==> src/csd_pkg.sv <==
package csd_pkg;

  // Width of the internal decoded-byte counter (8 to 32).
  localparam int LENGTH_BITS = 16;
  localparam int LEN_OUT_BITS = 16;
  localparam int LEN_EXT_BITS = 33;

  localparam logic [7:0] CODE_MAX = 8'd255;

  typedef logic [LENGTH_BITS-1:0] count_t;

  typedef enum logic [1:0] {
    PH_CODE  = 2'd0,
    PH_CHUNK = 2'd1,
    PH_AFTER = 2'd2
  } phase_t;

  typedef enum logic [1:0] {
    KIND_DATA   = 2'd0,
    KIND_FRAME  = 2'd1,
    KIND_DESYNC = 2'd2
  } kind_t;

  function automatic count_t count_inc(input count_t c);
    return (c == '1) ? c : count_t'(c + count_t'(1));
  endfunction

  // Reported length saturates at the output field's maximum.
  function automatic logic [LEN_OUT_BITS-1:0] shown_len(input count_t c);
    logic [LEN_EXT_BITS-1:0] ext;
    ext = LEN_EXT_BITS'(c);
    return (ext > LEN_EXT_BITS'({LEN_OUT_BITS{1'b1}})) ? {LEN_OUT_BITS{1'b1}}
                                                         : ext[LEN_OUT_BITS-1:0];
  endfunction

endpackage

==> src/cobs_stream_decoder_unit.sv <==
// COBS stream decoder with a programmable delimiter byte. One encoded byte is
// taken per transaction and yields at most one result: a decoded data byte, a
// frame-complete marker carrying the decoded length, or a desync marker when a
// delimiter or a zero code shows up where it cannot be. A code byte that opens
// a chunk yields no result unless it releases a pending implied delimiter. The
// block sustains one byte per clock cycle: the decode updates a few state
// registers, the result lands in an output register in the next cycle, and a
// new byte is taken whenever that register is empty or being drained in the
// same cycle. Write the delimiter only while the block is idle.
module cobs_stream_decoder_unit (
  input  logic        clk,
  input  logic        rst,
  input  logic        cfg_we,
  input  logic [7:0]  cfg_data,
  input  logic        in_valid,
  output logic        in_stall,
  input  logic [7:0]  in_byte,
  output logic        out_valid,
  input  logic        out_stall,
  output logic [1:0]  kind,
  output logic [7:0]  out_byte,
  output logic [15:0] frame_length
);

  logic [7:0]              delimiter;
  csd_pkg::phase_t         phase, phase_next;
  logic [7:0]              bytes_remaining, bytes_remaining_next;
  logic                    no_implicit_delim, no_implicit_delim_next;
  csd_pkg::count_t         decoded_count, decoded_count_next;

  logic                    accept;
  logic                    res_valid;
  csd_pkg::kind_t          res_kind;
  logic [7:0]              res_byte;
  csd_pkg::count_t         count_up;
  logic [7:0]              rem_dec;
  logic [7:0]              code_rem;
  csd_pkg::kind_t          kind_q;

  assign in_stall = out_valid && out_stall;
  assign accept   = in_valid && !in_stall;
  assign count_up = csd_pkg::count_inc(decoded_count);
  assign rem_dec  = bytes_remaining - 8'd1;
  assign code_rem = in_byte - 8'd1;

  always_comb begin
    phase_next             = phase;
    bytes_remaining_next   = bytes_remaining;
    no_implicit_delim_next = no_implicit_delim;
    decoded_count_next     = decoded_count;
    res_valid              = 1'b0;
    res_kind               = csd_pkg::KIND_DATA;
    res_byte               = 8'd0;
    unique case (phase)
      csd_pkg::PH_CHUNK: begin
        res_valid = 1'b1;
        if (in_byte == delimiter) begin
          res_kind             = csd_pkg::KIND_DESYNC;
          decoded_count_next   = '0;
          phase_next           = csd_pkg::PH_CODE;
          bytes_remaining_next = 8'd0;
        end else begin
          res_byte             = in_byte;
          decoded_count_next   = count_up;
          bytes_remaining_next = rem_dec;
          if (rem_dec == 8'd0) begin
            phase_next = no_implicit_delim ? csd_pkg::PH_CODE : csd_pkg::PH_AFTER;
          end
        end
      end
      default: begin
        // code phase; a code byte here may first release the implied delimiter
        if (in_byte == delimiter || in_byte == 8'd0) begin
          res_valid            = 1'b1;
          res_kind             = (in_byte == delimiter) ? csd_pkg::KIND_FRAME
                                                        : csd_pkg::KIND_DESYNC;
          decoded_count_next   = '0;
          phase_next           = csd_pkg::PH_CODE;
          bytes_remaining_next = 8'd0;
        end else begin
          if (phase == csd_pkg::PH_AFTER) begin
            res_valid          = 1'b1;
            res_byte           = delimiter;
            decoded_count_next = count_up;
          end
          bytes_remaining_next   = code_rem;
          no_implicit_delim_next = (in_byte == csd_pkg::CODE_MAX);
          phase_next = (code_rem == 8'd0) ? csd_pkg::PH_AFTER : csd_pkg::PH_CHUNK;
        end
      end
    endcase
  end

  always_ff @(posedge clk) begin
    if (rst) begin
      delimiter         <= 8'd0;
      phase             <= csd_pkg::PH_CODE;
      bytes_remaining   <= 8'd0;
      no_implicit_delim <= 1'b1;
      decoded_count     <= '0;
      out_valid         <= 1'b0;
    end else begin
      if (cfg_we) begin
        delimiter <= cfg_data;
      end
      if (accept) begin
        phase             <= phase_next;
        bytes_remaining   <= bytes_remaining_next;
        no_implicit_delim <= no_implicit_delim_next;
        decoded_count     <= decoded_count_next;
        out_valid         <= res_valid;
      end else if (!out_stall) begin
        out_valid <= 1'b0;
      end
    end
  end

  // Length is sampled after the update for data, before the clear otherwise.
  always_ff @(posedge clk) begin
    if (accept) begin
      kind_q       <= res_kind;
      out_byte     <= res_byte;
      frame_length <= (res_kind == csd_pkg::KIND_DATA) ?
                      csd_pkg::shown_len(decoded_count_next) :
                      csd_pkg::shown_len(decoded_count);
    end
  end

  assign kind = kind_q;

  a_byte_zero_unless_data: assert property (@(posedge clk) disable iff (rst)
    (out_valid && kind != csd_pkg::KIND_DATA) |-> out_byte == 8'd0)
    else $error("non-data result carries a byte");

  a_close_resets_state: assert property (@(posedge clk) disable iff (rst)
    (accept && res_valid && res_kind != csd_pkg::KIND_DATA) |=>
      (phase == csd_pkg::PH_CODE && decoded_count == '0 && bytes_remaining == 8'd0))
    else $error("frame close did not clear decoder state");

  a_chunk_has_bytes: assert property (@(posedge clk) disable iff (rst)
    phase == csd_pkg::PH_CHUNK |-> bytes_remaining != 8'd0)
    else $error("inside chunk with nothing left");

  a_no_accept_when_blocked: assert property (@(posedge clk) disable iff (rst)
    (out_valid && out_stall) |=> (out_valid && $stable(frame_length) && $stable(kind)))
    else $error("stalled result lost or changed");

  a_count_saturates: assert property (@(posedge clk) disable iff (rst)
    ($past(decoded_count) == '1 && $past(accept) && $past(res_kind) == csd_pkg::KIND_DATA
     && $past(res_valid)) |-> decoded_count == '1)
    else $error("length counter wrapped");

endmodule
==> config.mk <==
export PLATFORM = sky130hd
export DESIGN_NAME = cobs_stream_decoder_unit
export DESIGN_NICKNAME = d
export VERILOG_FILES = /design/src/csd_pkg.sv /design/src/cobs_stream_decoder_unit.sv
export SDC_FILE = /design/constraint.sdc
export NUM_CORES = 1
export LEC_CHECK = 0
export BUFFER_PORTS_ARGS = -buffer_cell sky130_fd_sc_hd__buf_4
export CAP_MARGIN = 20
export CORE_MARGIN = 2
export CORE_UTILIZATION = 55
export DETAILED_ROUTE_END_ITERATION = 7
export PLACE_DENSITY = 0.8
export SYNTH_ARGS = -nofsm -noshare
export SYNTH_HDL_FRONTEND = slang
export SYNTH_SLANG_ARGS = --single-unit
==> constraint.sdc <==
create_clock -name clk -period 2.95 [get_ports clk]
set_input_delay 0.295 -clock clk [delete_from_list [all_inputs] [get_ports clk]]
set_output_delay 0.295 -clock clk [all_outputs]
set_load 0.02 [all_outputs]
==> impl_table.tex, run 1 <==
\begin{tabular}{lr}
\hline
Metric & Value \\
\hline
\multicolumn{2}{l}{\textbf{Run status}} \\
Status & complete, no violations \\
\multicolumn{2}{l}{\textbf{Finish}} \\
Final nets & 452 \\
Final standard cell area without fillers & approximately 4300 um2 \\
Fraction of final layout cells sized beyond drive strength 1 & 0.219 \\
Highest-count cells in the layout ignoring fill and taps & 54 x sky130\_fd\_sc\_hd\_\_buf\_4, 36 x sky130\_fd\_sc\_hd\_\_dfxtp\_1, 29 x sky130\_fd\_sc\_hd\_\_nor2\_1, 26 x sky130\_fd\_sc\_hd\_\_edfxtp\_1, 25 x sky130\_fd\_sc\_hd\_\_nand2\_1 \\
Most common cell after layout, fill and taps aside & sky130\_fd\_sc\_hd\_\_buf\_4 \\
Final standard cell count with taps included and fillers excluded & a little over 500 \\
Final core area utilization & 0.639 \\
N\_diodes & 0 \\
Area grow syn2layout & 12.7\% \\
\multicolumn{2}{l}{\textbf{GRT}} \\
Initial antenna violation count & 0 \\
Wire length of the first global-routing pass & around 14 mm \\
Maximum number of pins on one net before global-route repair & 41 \\
Combined global-route utilization of all metal layers & 0.228 \\
Vias in the first global route & 2,858 \\
Overflow after GRT & 0 \\
\multicolumn{2}{l}{\textbf{Logic synthesis}} \\
Async set or reset register ratio after synthesis & 0 \\
Fraction of post-synthesis cell area in the top cell type by area & 0.204 \\
Dominant combinational cell family by area after synthesis & compound AO/OA/AOI/OAI gates \\
Number of enable flip-flop cells after synthesis & 26 \\
Xor/xnor cell area share of the yosys netlist & 0.0628 \\
Share of the synthesized area in compound gates (AO/OA/AOI/OAI) & 0.221 \\
Post-synth top area cell & sky130\_fd\_sc\_hd\_\_edfxtp\_1 \\
Fraction of the mapped netlist area in adder cells & 0.0229 \\
Sequential element share of the synthesized area & 0.392 \\
Leading post-synthesis cells by cell area & sky130\_fd\_sc\_hd\_\_edfxtp\_1 20\%, sky130\_fd\_sc\_hd\_\_dfxtp\_1 19\%, sky130\_fd\_sc\_hd\_\_mux2i\_1 3.1\% \\
Synthesized net count & between 400 and 500 \\
Seq cells post-synth & between 60 and 70 \\
Gate count after technology mapping & 394 \\
Count of yosys warnings during synthesis & 0 \\
Count of different cell masters after synthesis & 67 \\
Multiplexer share of the synthesized area & 0.0441 \\
Mean Syn Cell Area & about 10 um2 \\
Post-synth design cell area & between 3000 and 4000 um2 \\
Predominant post-synthesis flop cell & sky130\_fd\_sc\_hd\_\_dfxtp\_1 \\
Post-synthesis share of cell area spent on and, or, nand and nor gates & 0.181 \\
\multicolumn{2}{l}{\textbf{Drt}} \\
Amount of wire on met2 after detailed routing & just over 4 mm \\
Detail-routed net length per standard cell & between 15 and 20 um \\
Vias after detailed routing & about 3,100 \\
Number of remaining DRC errors & 0 \\
Vias per std cell & a little over 6 \\
Met3 Routed Length & about 460 um \\
Routed length on met1 & about 3.7 mm \\
Iteration-0 DRC count of the detailed router & between 200 and 300 \\
First-pass DRT Iterations & 5 \\
Detailed-route wire length & between 8 and 9 mm \\
Detail Route Antenna Nets & 0 \\
Top Layer Used & met4 \\
\multicolumn{2}{l}{\textbf{Die}} \\
Total die area & about 7600 um2 \\
Top-level port count & just under 50 \\
Die X-Extent & a little under 90 um \\
Initial standard-cell utilization of the core & 0.566 \\
Height of the chip & about 87 um \\
Number of cell rows & 30 \\
Core region area & about 6800 um2 \\
\multicolumn{2}{l}{\textbf{Pwr}} \\
Static Leak & roughly 1.6 nW \\
Worst vdd ir & around 0.00038 V \\
Power density over the cells & between 500 and 600 nW/um2 \\
\multicolumn{2}{l}{\textbf{Clock network}} \\
Post-CTS Hold Buffers & 0 \\
Clock tree from TritonCTS & built \\
Number of clock sinks & 62 \\
Post-CTS setup buffer count & 0 \\
Clock insertion delay at the later pin of the skew report & approximately 0.35 ns \\
Num CTS Buffers & 9 \\
Clock-pin slew reported for the worst setup and hold paths after clock tree synthesis & approximately 0.07 ns \\
Cell at the root of the clock tree & sky130\_fd\_sc\_hd\_\_clkbuf\_8 \\
Number of gates resized after cts & 0 \\
H-tree depth reported by CTS & 3 \\
Clk buf depth & 2 \\
\multicolumn{2}{l}{\textbf{Place}} \\
Quantity of I/O buffers inserted on ports & 48 \\
Number of instances in the placed design & 493 \\
DP Area & just over 4000 um2 \\
Post-DP HPWL & a little under 6 mm \\
Final estimated routing congestion in global placement & 0.912 \\
\multicolumn{2}{l}{\textbf{Worst setup path}} \\
R2r startpoint & decoded\_count[1]\$\_SDFFE\_PP0P\_ \\
Critical Path Source Type & register \\
Category of the critical setup timing path & register to register \\
Type of element capturing the critical path & register \\
Data arrival at the endpoint of the critical path & 2.35 ns \\
Worst r2r dst & frame\_length[1]\$\_DFFE\_PP\_ \\
Register-to-register path setup slack & about 0.69 ns \\
CP Data Required Time & 3.04 ns \\
CP Max Fanout & 8 \\
Worst R2R Path Depth & 6 \\
\multicolumn{2}{l}{\textbf{Min path}} \\
Type of the tightest min-delay check & input pin to register \\
Capture endpoint of the worst hold path & delimiter[2]\$\_SDFFE\_PP0P\_ \\
Worst hold start & cfg\_data[2] \\
Worst hold path stage count & 3 \\
\multicolumn{2}{l}{\textbf{Timing}} \\
Final count of pins violating max slew & 0 \\
Sum of negative setup slack & 0 ns \\
Hold Slack & $\sim$0.19 ns \\
Setup Skew & 0.0104 ns \\
Portion of the clock cycle consumed by the worst path in the final layout & 0.766 \\
Setup repair after global routing missed its margin & no \\
Number of failing setup endpoints in the final timing report & 0 \\
Max-slew headroom at the worst pin & 0.489 \\
Number of endpoints with negative hold slack in the final report & 0 \\
Transition time of the tightest slew-check pin & about 0.77 ns \\
Max Fclk & roughly 0.44 GHz \\
Tmin final & roughly 2.3 ns \\
\multicolumn{2}{l}{\textbf{Run}} \\
Maxcap violations & 0 \\
\hline
\end{tabular}
-- critical path, cell delays in order (launching register included) --
cell and delay [ns]:
sky130_fd_sc_hd__dfxtp_1 0.42, sky130_fd_sc_hd__ha_1 0.25, sky130_fd_sc_hd__and2_0 0.27, sky130_fd_sc_hd__and3_1 0.37, sky130_fd_sc_hd__nand2_1 0.19, sky130_fd_sc_hd__and2_4 0.22, sky130_fd_sc_hd__mux2_4 0.29
-- logic make-up (layout without fill, tap and decap cells) --
| group | count (synthesis) | in the layout |
|---|---|---|
| AND/OR/NAND/NOR | 126 | 126 |
| AO/OA/AOI/OAI | 109 | 109 |
| flip-flops | 62 | 62 |
| buffers and inverters | 50 | 85 |
| XOR/XNOR | 24 | 24 |
| multiplexers | 16 | 16 |
| adder cells (fa/ha/maj) | 7 | 7 |
-- synthesized netlist by cell type, types with 2 or more instances --
cell,n
sky130_fd_sc_hd__a21oi_1,18
sky130_fd_sc_hd__o22ai_1,3
sky130_fd_sc_hd__or3_1,4
sky130_fd_sc_hd__nand2b_1,9
sky130_fd_sc_hd__xnor2_1,13
sky130_fd_sc_hd__o41ai_1,3
sky130_fd_sc_hd__nor2b_1,2
sky130_fd_sc_hd__o21ai_0,18
sky130_fd_sc_hd__a211oi_1,11
sky130_fd_sc_hd__ha_1,7
sky130_fd_sc_hd__a32oi_1,2
sky130_fd_sc_hd__nand2_1,25
sky130_fd_sc_hd__nor4_4,3
sky130_fd_sc_hd__xor2_2,4
sky130_fd_sc_hd__mux2i_1,12
sky130_fd_sc_hd__o32ai_1,3
sky130_fd_sc_hd__and3_1,8
sky130_fd_sc_hd__buf_6,9
sky130_fd_sc_hd__o211ai_1,3
sky130_fd_sc_hd__and2_1,2
sky130_fd_sc_hd__a211oi_2,2
sky130_fd_sc_hd__a22oi_1,2
sky130_fd_sc_hd__o31ai_1,2
sky130_fd_sc_hd__clkbuf_1,11
sky130_fd_sc_hd__xor2_1,7
sky130_fd_sc_hd__nor2_1,29
sky130_fd_sc_hd__nand3_1,14
sky130_fd_sc_hd__mux2_2,3
sky130_fd_sc_hd__nand4_1,8
sky130_fd_sc_hd__buf_2,8
sky130_fd_sc_hd__buf_4,6
sky130_fd_sc_hd__a31oi_1,8
sky130_fd_sc_hd__a221oi_1,3
sky130_fd_sc_hd__nor3_1,8
sky130_fd_sc_hd__inv_1,15
sky130_fd_sc_hd__a311oi_1,4
sky130_fd_sc_hd__a22o_1,9
sky130_fd_sc_hd__o21a_1,2
sky130_fd_sc_hd__or4_1,3
sky130_fd_sc_hd__nand3b_1,3
sky130_fd_sc_hd__edfxtp_1,26
sky130_fd_sc_hd__dfxtp_1,36
sky130_fd_sc_hd__a2111oi_4,2
-- how the worst max path moves through the flow --
stage / startpoint / endpoint / slack (ns) / depth (start not counted)
2_1_floorplan: in_byte[4] / frame_length[14]$_DFFE_PP_ / 0.86 / 8
3_3_place_gp: in_byte[0] / frame_length[9]$_DFFE_PP_ / 0.72 / 8
3_5_place_dp: in_byte[3] / decoded_count[0]$_SDFFE_PP0P_ / 0.67 / 7
4_1_cts: delimiter[7]$_SDFFE_PP0P_ / decoded_count[0]$_SDFFE_PP0P_ / 0.73 / 6
5_1_grt: decoded_count[1]$_SDFFE_PP0P_ / frame_length[1]$_DFFE_PP_ / 0.56 / 6
6_report: decoded_count[1]$_SDFFE_PP0P_ / frame_length[1]$_DFFE_PP_ / 0.69 / 6
-- per-layer routing --
layer,vias to the layer above,GRT usage
met1,1509,0.303
met2,100,0.360
met3,12,0.0588
met5,-,0
li1,1526,-
met4,0,0.0811
-- through the flow --
| stage | setup WS (ns) | power (W) |
|---|---|---|
| 6_report | 0.690 | 0.00221 |
| 5_1_grt | 0.564 | 0.00230 |
| 4_1_cts | 0.729 | 0.00222 |
| 3_5_place_dp | 0.668 | 0.00142 |
| 3_3_place_gp | 0.718 | 0.00141 |
| 2_1_floorplan | 0.864 | 0.00132 |
-- layout make-up --
class                      instances  area [um2]
clock buffer                      10         128
clock inverter                     6        86.3
fill                             548        2440
inverter                          15        56.3
multi-input combinational        282        2040
sequential                        62        1500
tap                               80         100
timing repair buffer              54         405
-- registers in the layout (all words and copies together) (netlist names) --
signal and cells:
decoded_count 16, delimiter 8, kind 2, out_byte 8, frame_length 16, no_implicit_delim 1
bytes_remaining 8, phase 2, out_valid 1
-- power breakdown --
part           internal, W  leakage, nW  switching (W)
combinational     0.000171        0.923       0.000256
clock             0.000474        0.106       0.000331
sequential        0.000944        0.560      0.0000314
Note: power is estimated with default switching activity, not from simulation.
==> run 2, diff against run 1 <==
--- a/config.mk
+++ b/config.mk
@@ -5,12 +5,13 @@
 export SDC_FILE = /design/constraint.sdc
 export NUM_CORES = 1
 export LEC_CHECK = 0
+export ABC_AREA = 1
 export BUFFER_PORTS_ARGS = -buffer_cell sky130_fd_sc_hd__buf_4
 export CAP_MARGIN = 20
 export CORE_MARGIN = 2
-export CORE_UTILIZATION = 55
+export CORE_UTILIZATION = 53
 export DETAILED_ROUTE_END_ITERATION = 7
-export PLACE_DENSITY = 0.8
+export PLACE_DENSITY = 0.81
 export SYNTH_ARGS = -nofsm -noshare
 export SYNTH_HDL_FRONTEND = slang
 export SYNTH_SLANG_ARGS = --single-unit
==> constraint.sdc (replaced) <==
create_clock -name clk -period 1.9 [get_ports clk]
set_input_delay 0.19 -clock clk [delete_from_list [all_inputs] [get_ports clk]]
set_output_delay 0.19 -clock clk [all_outputs]
set_load 0.02 [all_outputs]
==> run 2 against run 1 <==
Worst hold slack lost 0.096 ns. Clock skew shrank 0.0057 ns. Global-route usage grew 3.3 points. Synthesized cell count grew 43%. First-iteration DRC count grew 11%. Die area grew 9.3%. Sequential cell count is the same. Fmax grew 26%. Non-clock buffer count grew 12. Sequential power grew 67%. Combinational power grew to 2.6 times the previous value. Sequential share of layout area shrank 3.5 points. Largest power group unchanged.
==> impl_table.tex, run 2 <==
\begin{tabular}{lr}
\hline
Metric & Value \\
\hline
\multicolumn{2}{l}{\textbf{Timing}} \\
Final count of pins violating max slew & 0 (unchanged) \\
Setup Skew & 0.00466 ns (was 0.0104 ns) \\
Tmin final & 1.79 ns (was 2.26 ns) \\
Transition time of the tightest slew-check pin & 0.438 ns (was 0.766 ns) \\
Max Fclk & 0.558 GHz (was 0.442 GHz) \\
Portion of the clock cycle consumed by the worst path in the final layout & 0.944 (was 0.766) \\
Max-slew headroom at the worst pin & 0.708 (was 0.489) \\
Number of endpoints with negative hold slack in the final report & 0 (unchanged) \\
Number of failing setup endpoints in the final timing report & 0 (unchanged) \\
\multicolumn{2}{l}{\textbf{Die}} \\
Top-level port count & 49 (unchanged) \\
Initial standard-cell utilization of the core & 0.552 (was 0.566) \\
Height of the chip & 91.4 um (was 87.4 um) \\
Core region area & 7330 um2 (was 6760 um2) \\
Number of cell rows & 31 (was 30) \\
Total die area & 8350 um2 (was 7640 um2) \\
Die X-Extent & 91.4 um (was 87.4 um) \\
\multicolumn{2}{l}{\textbf{Drt}} \\
First-pass DRT Iterations & 6 (was 5) \\
Number of remaining DRC errors & 0 (unchanged) \\
Vias per std cell & 5.59 (was 6.18) \\
Vias after detailed routing & 4,049 (was 3,147) \\
Detail-routed net length per standard cell & 14.6 um (was 16.5 um) \\
Iteration-0 DRC count of the detailed router & 318 (was 286) \\
Detail Route Antenna Nets & 0 (unchanged) \\
Detailed-route wire length & 10.6 mm (was 8.38 mm) \\
\multicolumn{2}{l}{\textbf{GRT}} \\
Wire length of the first global-routing pass & 17.5 mm (was 13.7 mm) \\
Combined global-route utilization of all metal layers & 0.261 (was 0.228) \\
Vias in the first global route & 3,746 (was 2,858) \\
Initial antenna violation count & 0 (unchanged) \\
Overflow after GRT & 0 (unchanged) \\
Maximum number of pins on one net before global-route repair & 55 (was 41) \\
\multicolumn{2}{l}{\textbf{Pwr}} \\
Combinational group share of total power & 0.281 (was 0.194) \\
Power density over the cells & 818 nW/um2 (was 512 nW/um2) \\
Worst vdd ir & 0.000382 V (was 0.000376 V) \\
Total internal power & 0.00260 W (was 0.00159 W) \\
Static Leak & 2.29 nW (was 1.59 nW) \\
Fraction of power consumed by the clock network & 0.302 (was 0.365) \\
Share of total power in sequential cells & 0.416 (was 0.442) \\
Net Sw Frac & 0.337 (was 0.280) \\
Sw Pwr & 0.00132 W (was 0.000619 W) \\
\multicolumn{2}{l}{\textbf{Clock network}} \\
Clock tree from TritonCTS & built (unchanged) \\
Clock-pin slew reported for the worst setup and hold paths after clock tree synthesis & 0.07 ns (about the same) \\
Number of clock sinks & 62 (unchanged) \\
H-tree depth reported by CTS & 3 (unchanged) \\
Clock insertion delay at the later pin of the skew report & 0.36 ns (was 0.35 ns) \\
Clk buf depth & 2 (unchanged) \\
Cell at the root of the clock tree & sky130\_fd\_sc\_hd\_\_clkbuf\_8 (unchanged) \\
Num CTS Buffers & 9 (unchanged) \\
\multicolumn{2}{l}{\textbf{Finish}} \\
Highest-count cells in the layout ignoring fill and taps & 151 x sky130\_fd\_sc\_hd\_\_nand2\_1, 73 x sky130\_fd\_sc\_hd\_\_inv\_1, 64 x sky130\_fd\_sc\_hd\_\_buf\_4, 52 x sky130\_fd\_sc\_hd\_\_nand3\_1, 39 x sky130\_fd\_sc\_hd\_\_nor2\_1 (was 54 x sky130\_fd\_sc\_hd\_\_buf\_4, 36 x sky130\_fd\_sc\_hd\_\_dfxtp\_1, 29 x sky130\_fd\_sc\_hd\_\_nor2\_1, 26 x sky130\_fd\_sc\_hd\_\_edfxtp\_1, 25 x sky130\_fd\_sc\_hd\_\_nand2\_1) \\
N\_diodes & 0 (unchanged) \\
Final core area utilization & 0.654 (was 0.639) \\
Area grow syn2layout & 18.5\% (was 12.7\%) \\
Final standard cell area without fillers & 4800 um2 (was 4320 um2) \\
Fraction of final layout cells sized beyond drive strength 1 & 0.221 (was 0.219) \\
Final standard cell count with taps included and fillers excluded & 724 (was 509) \\
Largest registers & decoded\_count (16), frame\_length (16) (unchanged) \\
Most common cell after layout, fill and taps aside & sky130\_fd\_sc\_hd\_\_nand2\_1 (was sky130\_fd\_sc\_hd\_\_buf\_4) \\
Final nets & 648 (was 452) \\
\multicolumn{2}{l}{\textbf{Logic synthesis}} \\
Seq cells post-synth & 62 (unchanged) \\
Leading cell type by number of instances after synthesis & sky130\_fd\_sc\_hd\_\_nand2\_1 (was sky130\_fd\_sc\_hd\_\_dfxtp\_1) \\
Count of yosys warnings during synthesis & 0 (unchanged) \\
Async set or reset register ratio after synthesis & 0 (unchanged) \\
Post-synth top area cell & sky130\_fd\_sc\_hd\_\_edfxtp\_1 (unchanged) \\
Mean Syn Cell Area & 7.20 um2 (was 9.71 um2) \\
Post-synth design cell area & 4050 um2 (was 3830 um2) \\
Top post-synthesis cells by count & 151 x sky130\_fd\_sc\_hd\_\_nand2\_1, 75 x sky130\_fd\_sc\_hd\_\_inv\_1, 52 x sky130\_fd\_sc\_hd\_\_nand3\_1, 39 x sky130\_fd\_sc\_hd\_\_nor2\_1, 36 x sky130\_fd\_sc\_hd\_\_dfxtp\_1 (was 36 x sky130\_fd\_sc\_hd\_\_dfxtp\_1, 29 x sky130\_fd\_sc\_hd\_\_nor2\_1, 26 x sky130\_fd\_sc\_hd\_\_edfxtp\_1, 25 x sky130\_fd\_sc\_hd\_\_nand2\_1) \\
Count of different cell masters after synthesis & 33 (was 67) \\
Sequential element share of the synthesized area & 0.371 (was 0.392) \\
Synthesized net count & 590 (was 422) \\
Predominant post-synthesis flop cell & sky130\_fd\_sc\_hd\_\_dfxtp\_1 (unchanged) \\
Number of enable flip-flop cells after synthesis & 26 (unchanged) \\
Fraction of post-synthesis cell area in the top cell type by area & 0.193 (was 0.204) \\
Gate count after technology mapping & 562 (was 394) \\
Leading post-synthesis cells by cell area & sky130\_fd\_sc\_hd\_\_edfxtp\_1 19\%, sky130\_fd\_sc\_hd\_\_dfxtp\_1 18\%, sky130\_fd\_sc\_hd\_\_nand2\_1 14\% (was sky130\_fd\_sc\_hd\_\_edfxtp\_1 20\%, sky130\_fd\_sc\_hd\_\_dfxtp\_1 19\%, sky130\_fd\_sc\_hd\_\_mux2i\_1 3.1\%) \\
\multicolumn{2}{l}{\textbf{Run}} \\
Maxcap violations & 0 (unchanged) \\
\multicolumn{2}{l}{\textbf{Worst setup path}} \\
Cells along the critical path & inv\_2, ha\_1, inv\_1, nor2\_1, nand3\_1, xnor2\_2, nand3\_1, o21ai\_0, inv\_1, a21oi\_1 (was ha\_1, and2\_0, and3\_1, nand2\_1, and2\_4, mux2\_4) \\
Data arrival at the endpoint of the critical path & 2.08 ns (was 2.35 ns) \\
CP Max Fanout & 7 (was 8) \\
Category of cells accounting for the largest share of critical-path delay & simple AND/OR/NAND/NOR gates (unchanged) \\
Largest incremental delay on the critical path & 0.32 ns (was 0.42 ns) \\
Type of element capturing the critical path & register (unchanged) \\
Critical Path Source Type & register (unchanged) \\
Crit path buffers/inverters & 3 (was 0) \\
Category of the critical setup timing path & register to register (unchanged) \\
CP Data Required Time & 2.19 ns (was 3.04 ns) \\
Highest-delay cell along the critical path & sky130\_fd\_sc\_hd\_\_dfxtp\_1 (unchanged) \\
\multicolumn{2}{l}{\textbf{Run status}} \\
Status & complete, no violations (unchanged) \\
\multicolumn{2}{l}{\textbf{Place}} \\
DP Area & 4530 um2 (was 4100 um2) \\
Number of instances in the placed design & 703 (was 493) \\
Post-DP HPWL & 7.36 mm (was 5.80 mm) \\
Quantity of I/O buffers inserted on ports & 48 (unchanged) \\
Final estimated routing congestion in global placement & 0.904 (was 0.912) \\
\multicolumn{2}{l}{\textbf{Min path}} \\
Type of the tightest min-delay check & input pin to register (unchanged) \\
\hline
\end{tabular}
run 2: changes by cell type in the layout (fill, tap and decap cells not counted), moves of 10 or more:
cell,change
sky130_fd_sc_hd__nand2_1,+126
sky130_fd_sc_hd__nand3_1,+38
sky130_fd_sc_hd__inv_1,+58
sky130_fd_sc_hd__a211oi_1,-11
sky130_fd_sc_hd__nand4_1,+10
sky130_fd_sc_hd__a21oi_1,+13
sky130_fd_sc_hd__o211ai_2,+10
sky130_fd_sc_hd__nor2_1,+10
sky130_fd_sc_hd__mux2i_1,-12
sky130_fd_sc_hd__buf_4,+10
sky130_fd_sc_hd__xnor2_1,-11
run 2: tightest hold or removal path, stage by stage:
cell	delay (ns)
sky130_fd_sc_hd__buf_4	0.11
sky130_fd_sc_hd__nand2_1	0.05
sky130_fd_sc_hd__a21oi_1	0.05
run 2: cell families (layout without fill, tap and decap cells):
kind of cell	after synthesis	after routing	synth area share
xor+xnor	10	10	0.0216
compound gates	84	84	0.135
buf+inv	103	166	0.105
simple gates	296	296	0.345
fa+ha+maj	7	7	0.0216
flops	62	62	0.371
run 2: stage by stage:
stage          hold slack [ns]  setup WS, ns  setup TNS, ns  power, W
5_1_grt                  0.130       -0.0753        -0.0831   0.00412
2_1_floorplan            0.333         0.222              0   0.00238
3_5_place_dp             0.467        0.0720              0   0.00271
3_3_place_gp             0.452        0.0924              0   0.00268
4_1_cts                 0.0915         0.112              0   0.00388
6_report                0.0939         0.107              0   0.00393
run 2: what timing repair did:
action | CTS | global route
buffers inserted | 0 | 5
resized for setup | 0 | 8
endpoints found under the setup margin | 0 | 9
hold buffers | 0 | 0
run 2: area by class of cell:
class	instances	area, um2
Clock buffer	12	145
Clock inverter	4	47.5
Tap cell	99	124
Fill cell	617	2530
Multi-Input combinational cell	397	2140
Timing Repair Buffer	66	520
Inverter	84	318
Sequential cell	62	1500
run 2: path summary, 6_finish.rpt:
| check | start | end | slack [ns] | cells after the start |
|---|---|---|---|---|
| worst min-delay path | in_valid | out_valid$_SDFFE_PP0P_ | 0.09 | 3 |
| worst max register to register | bytes_remaining[0]$_SDFFE_PP0P_ | bytes_remaining[6]$_SDFFE_PP0P_ | 0.11 | 10 |
| worst max-delay path | bytes_remaining[0]$_SDFFE_PP0P_ | bytes_remaining[6]$_SDFFE_PP0P_ | 0.11 | 10 |
| worst min register to register | phase[0]$_SDFFE_PP0P_ | phase[0]$_SDFFE_PP0P_ | 0.49 | 2 |
run 2: power groups by stage:
stage	logic (W)	clock network (W)	registers [W]
finish	0.00110	0.00119	0.00163
global route	0.00122	0.00125	0.00165
CTS	0.00106	0.00119	0.00163
detailed placement	0.00105	0	0.00166
global placement	0.00103	0	0.00166
floorplan	0.000652	0	0.00173
run 2: layer usage:
layer	routed length, um	part of all wire	vias to the layer above	track usage
li1	-	-	1972	-
met1	4620	0.44	1828	0.352
met2	4630	0.44	209	0.397
met3	952	0.090	40	0.0548
met4	349	0.033	0	0.129
met5	0	0	-	0
==> run 3, diff against run 2 <==
--- a/config.mk
+++ b/config.mk
@@ -11,7 +11,8 @@
 export CORE_MARGIN = 2
 export CORE_UTILIZATION = 53
 export DETAILED_ROUTE_END_ITERATION = 7
-export PLACE_DENSITY = 0.81
+export PLACE_DENSITY = 0.79
+export SETUP_SLACK_MARGIN = 0.1
 export SYNTH_ARGS = -nofsm -noshare
 export SYNTH_HDL_FRONTEND = slang
 export SYNTH_SLANG_ARGS = --single-unit
==> run 3 against run 2 <==
Sequential power barely moved. Worst hold slack improved by 0.014 ns. Total power shrank 0.72%. Via count increased by 2.1%. Clock skew rose by 0.0083 ns. Cell count is 0.83% higher. Combinational power hardly changed. Clock power fell by 4%. Sequential cell count unchanged. Critical path type unchanged. Largest cell class unchanged.
==> impl_table.tex, run 3 (synthesized netlist as in run 2, its figures left out) <==
\begin{tabular}{lr}
\hline
Metric & Value \\
\hline
\multicolumn{2}{l}{\textbf{Worst setup path}} \\
Critical Path Source Type & register (unchanged) \\
Type of element capturing the critical path & register (unchanged) \\
Register-to-register path setup slack & 0.05 ns (was 0.11 ns) \\
Worst r2r dst & frame\_length[0]\$\_DFFE\_PP\_ (was bytes\_remaining[6]\$\_SDFFE\_PP0P\_) \\
Data arrival at the endpoint of the critical path & 2.04 ns (was 2.08 ns) \\
Category of the critical setup timing path & register to register (unchanged) \\
R2r startpoint & decoded\_count[0]\$\_SDFFE\_PP0P\_ (was bytes\_remaining[0]\$\_SDFFE\_PP0P\_) \\
Worst R2R Path Depth & 7 (was 10) \\
CP Data Required Time & 2.09 ns (was 2.19 ns) \\
CP Max Fanout & 4 (was 7) \\
\multicolumn{2}{l}{\textbf{Place}} \\
Final estimated routing congestion in global placement & 0.936 (was 0.904) \\
Quantity of I/O buffers inserted on ports & 48 (unchanged) \\
Post-DP HPWL & 7.42 mm (was 7.36 mm) \\
\multicolumn{2}{l}{\textbf{GRT}} \\
Combined global-route utilization of all metal layers & 0.261 (about the same) \\
Wire length of the first global-routing pass & 17.7 mm (was 17.5 mm) \\
Overflow after GRT & 0 (unchanged) \\
Maximum number of pins on one net before global-route repair & 55 (unchanged) \\
Initial antenna violation count & 0 (unchanged) \\
Vias in the first global route & 3,767 (was 3,746) \\
\multicolumn{2}{l}{\textbf{Clock network}} \\
Number of clock sinks & 62 (unchanged) \\
Cell at the root of the clock tree & sky130\_fd\_sc\_hd\_\_clkbuf\_8 (unchanged) \\
Clock insertion delay at the later pin of the skew report & 0.35 ns (was 0.36 ns) \\
Num CTS Buffers & 9 (unchanged) \\
Clock-pin slew reported for the worst setup and hold paths after clock tree synthesis & 0.08 ns (was 0.07 ns) \\
Clock tree from TritonCTS & built (unchanged) \\
Post-CTS Hold Buffers & 0 (unchanged) \\
Clk buf depth & 2 (unchanged) \\
H-tree depth reported by CTS & 3 (unchanged) \\
\multicolumn{2}{l}{\textbf{Timing}} \\
Setup Skew & 0.0129 ns (was 0.00466 ns) \\
Tmin final & 1.85 ns (was 1.79 ns) \\
Setup repair after global routing missed its margin & yes \\
Final count of pins violating max slew & 0 (unchanged) \\
Max Fclk & 0.541 GHz (was 0.558 GHz) \\
Max-slew headroom at the worst pin & 0.701 (was 0.708) \\
Number of failing setup endpoints in the final timing report & 0 (unchanged) \\
Portion of the clock cycle consumed by the worst path in the final layout & 0.972 (was 0.944) \\
Sum of negative setup slack & 0 ns (unchanged) \\
Number of endpoints with negative hold slack in the final report & 0 (unchanged) \\
Transition time of the tightest slew-check pin & 0.447 ns (was 0.438 ns) \\
Hold Slack & 0.107 ns (was 0.0939 ns) \\
\multicolumn{2}{l}{\textbf{Drt}} \\
Number of remaining DRC errors & 0 (unchanged) \\
Iteration-0 DRC count of the detailed router & 283 (was 318) \\
Detail-routed net length per standard cell & 15.0 um (was 14.6 um) \\
Detailed-route wire length & 10.9 mm (was 10.6 mm) \\
Detail Route Antenna Nets & 0 (unchanged) \\
Vias after detailed routing & 4,135 (was 4,049) \\
Vias per std cell & 5.66 (was 5.59) \\
First-pass DRT Iterations & 5 (was 6) \\
\multicolumn{2}{l}{\textbf{Finish}} \\
Area grow syn2layout & 20.5\% (was 18.5\%) \\
N\_diodes & 0 (unchanged) \\
Filler instances & 643 (was 617) \\
Largest registers & decoded\_count (16), frame\_length (16) (unchanged) \\
Fraction of final layout cells sized beyond drive strength 1 & 0.254 (was 0.221) \\
Area occupied by registers & 1510 um2 (was 1500 um2) \\
Final nets & 654 (was 648) \\
Highest-count cells in the layout ignoring fill and taps & 148 x sky130\_fd\_sc\_hd\_\_nand2\_1, 73 x sky130\_fd\_sc\_hd\_\_inv\_1, 70 x sky130\_fd\_sc\_hd\_\_buf\_4, 51 x sky130\_fd\_sc\_hd\_\_nand3\_1, 34 x sky130\_fd\_sc\_hd\_\_nor2\_1 (was 151 x sky130\_fd\_sc\_hd\_\_nand2\_1, 73 x sky130\_fd\_sc\_hd\_\_inv\_1, 64 x sky130\_fd\_sc\_hd\_\_buf\_4, 52 x sky130\_fd\_sc\_hd\_\_nand3\_1, 39 x sky130\_fd\_sc\_hd\_\_nor2\_1) \\
Most common cell after layout, fill and taps aside & sky130\_fd\_sc\_hd\_\_nand2\_1 (unchanged) \\
Multi-input gate area in the final layout & 2180 um2 (was 2140 um2) \\
\multicolumn{2}{l}{\textbf{Run}} \\
Maxcap violations & 0 (unchanged) \\
\multicolumn{2}{l}{\textbf{Die}} \\
Total die area & 8350 um2 (unchanged) \\
Core region area & 7330 um2 (unchanged) \\
Initial standard-cell utilization of the core & 0.552 (unchanged) \\
Die X-Extent & 91.4 um (unchanged) \\
Top-level port count & 49 (unchanged) \\
Number of cell rows & 31 (unchanged) \\
Height of the chip & 91.4 um (unchanged) \\
\multicolumn{2}{l}{\textbf{Min path}} \\
Type of the tightest min-delay check & input pin to register (unchanged) \\
Capture endpoint of the worst hold path & out\_valid\$\_SDFFE\_PP0P\_ (unchanged) \\
Worst hold start & in\_valid (unchanged) \\
Worst hold path stage count & 3 (unchanged) \\
\multicolumn{2}{l}{\textbf{Pwr}} \\
Power density over the cells & 799 nW/um2 (was 818 nW/um2) \\
Static Leak & 2.33 nW (was 2.29 nW) \\
Worst vdd ir & 0.000458 V (was 0.000382 V) \\
\multicolumn{2}{l}{\textbf{Run status}} \\
Status & complete, no violations (unchanged) \\
\hline
\end{tabular}
## run 3: cell count changes in the layout (fill, tap and decap cells not counted), moves of 2 or more
cell / delta
sky130_fd_sc_hd__nor2_1: -5
sky130_fd_sc_hd__buf_4: +6
sky130_fd_sc_hd__dfxtp_2: +9
sky130_fd_sc_hd__nand2_2: +3
sky130_fd_sc_hd__nand2_1: -3
sky130_fd_sc_hd__dfxtp_1: -9
sky130_fd_sc_hd__nor2_2: +5
sky130_fd_sc_hd__clkinv_1: +2
## run 3: worst max-delay path, cell delays in order, from the launching register on
cell	delay [ns]
sky130_fd_sc_hd__dfxtp_2	0.40
sky130_fd_sc_hd__ha_4	0.16
sky130_fd_sc_hd__nand2_2	0.07
sky130_fd_sc_hd__nor2_4	0.18
sky130_fd_sc_hd__nand2_4	0.10
sky130_fd_sc_hd__o21ai_0	0.38
sky130_fd_sc_hd__nand4_1	0.24
sky130_fd_sc_hd__o211ai_1	0.16
## run 3: where the power goes
group / switching (W) / total (W) / internal [W]
clock network: 0.000542 / 0.00114 / 0.000596
registers: 0.0000952 / 0.00165 / 0.00155
logic: 0.000689 / 0.00111 / 0.000423
total: 0.00133 / 0.00390 / 0.00257
## run 3: layer usage
layer / vias up / wire, um / global-route usage
met5: - / 0 / 0
li1: 1979 / - / -
met3: 31 / 964 / 0.0473
met4: 0 / 296 / 0.0997
met1: 1902 / 4690 / 0.354
met2: 223 / 4970 / 0.413
## run 3: what timing repair did
item | in CTS | in global routing
setup endpoints to repair | 0 | 36
gates resized for setup | 0 | 30
setup buffers | 0 | 7
## run 3: worst max-delay path by stage
stage	start	end	slack (ns)	depth (start not counted)
final	decoded_count[0]$_SDFFE_PP0P_	frame_length[0]$_DFFE_PP_	0.05	7
after global routing	decoded_count[0]$_SDFFE_PP0P_	frame_length[0]$_DFFE_PP_	0.02	9
after CTS	delimiter[6]$_SDFFE_PP0P_	frame_length[15]$_DFFE_PP_	0.11	11
after detailed placement	delimiter[6]$_SDFFE_PP0P_	frame_length[1]$_DFFE_PP_	0.13	11
after global placement	delimiter[6]$_SDFFE_PP0P_	frame_length[11]$_DFFE_PP_	0.17	11
after floorplan	decoded_count[1]$_SDFFE_PP0P_	frame_length[9]$_DFFE_PP_	0.22	10
## run 3: stage by stage
| step | utilization | area (um2) | setup slack, ns | power [W] | cells |
|---|---|---|---|---|---|
| after global routing | 0.665 | 4880 | 0.0160 | 0.00408 | 730 |
| final | 0.665 | 4880 | 0.0525 | 0.00390 | 730 |
| after detailed placement | 0.622 | 4560 | 0.134 | 0.00272 | 707 |
| after global placement | 0.622 | 4560 | 0.171 | 0.00270 | 707 |
| after floorplan | - | 4050 | 0.222 | 0.00238 | 562 |
| after CTS | 0.647 | 4740 | 0.107 | 0.00384 | 723 |
## run 3: layout make-up
type | instances | area share
clock inverter | 5 | 0.0103
multi-input combinational | 397 | 0.447
sequential | 62 | 0.310
inverter | 84 | 0.0657
tap | 99 | 0.0254
timing repair buffer | 72 | 0.114
clock buffer | 11 | 0.0269
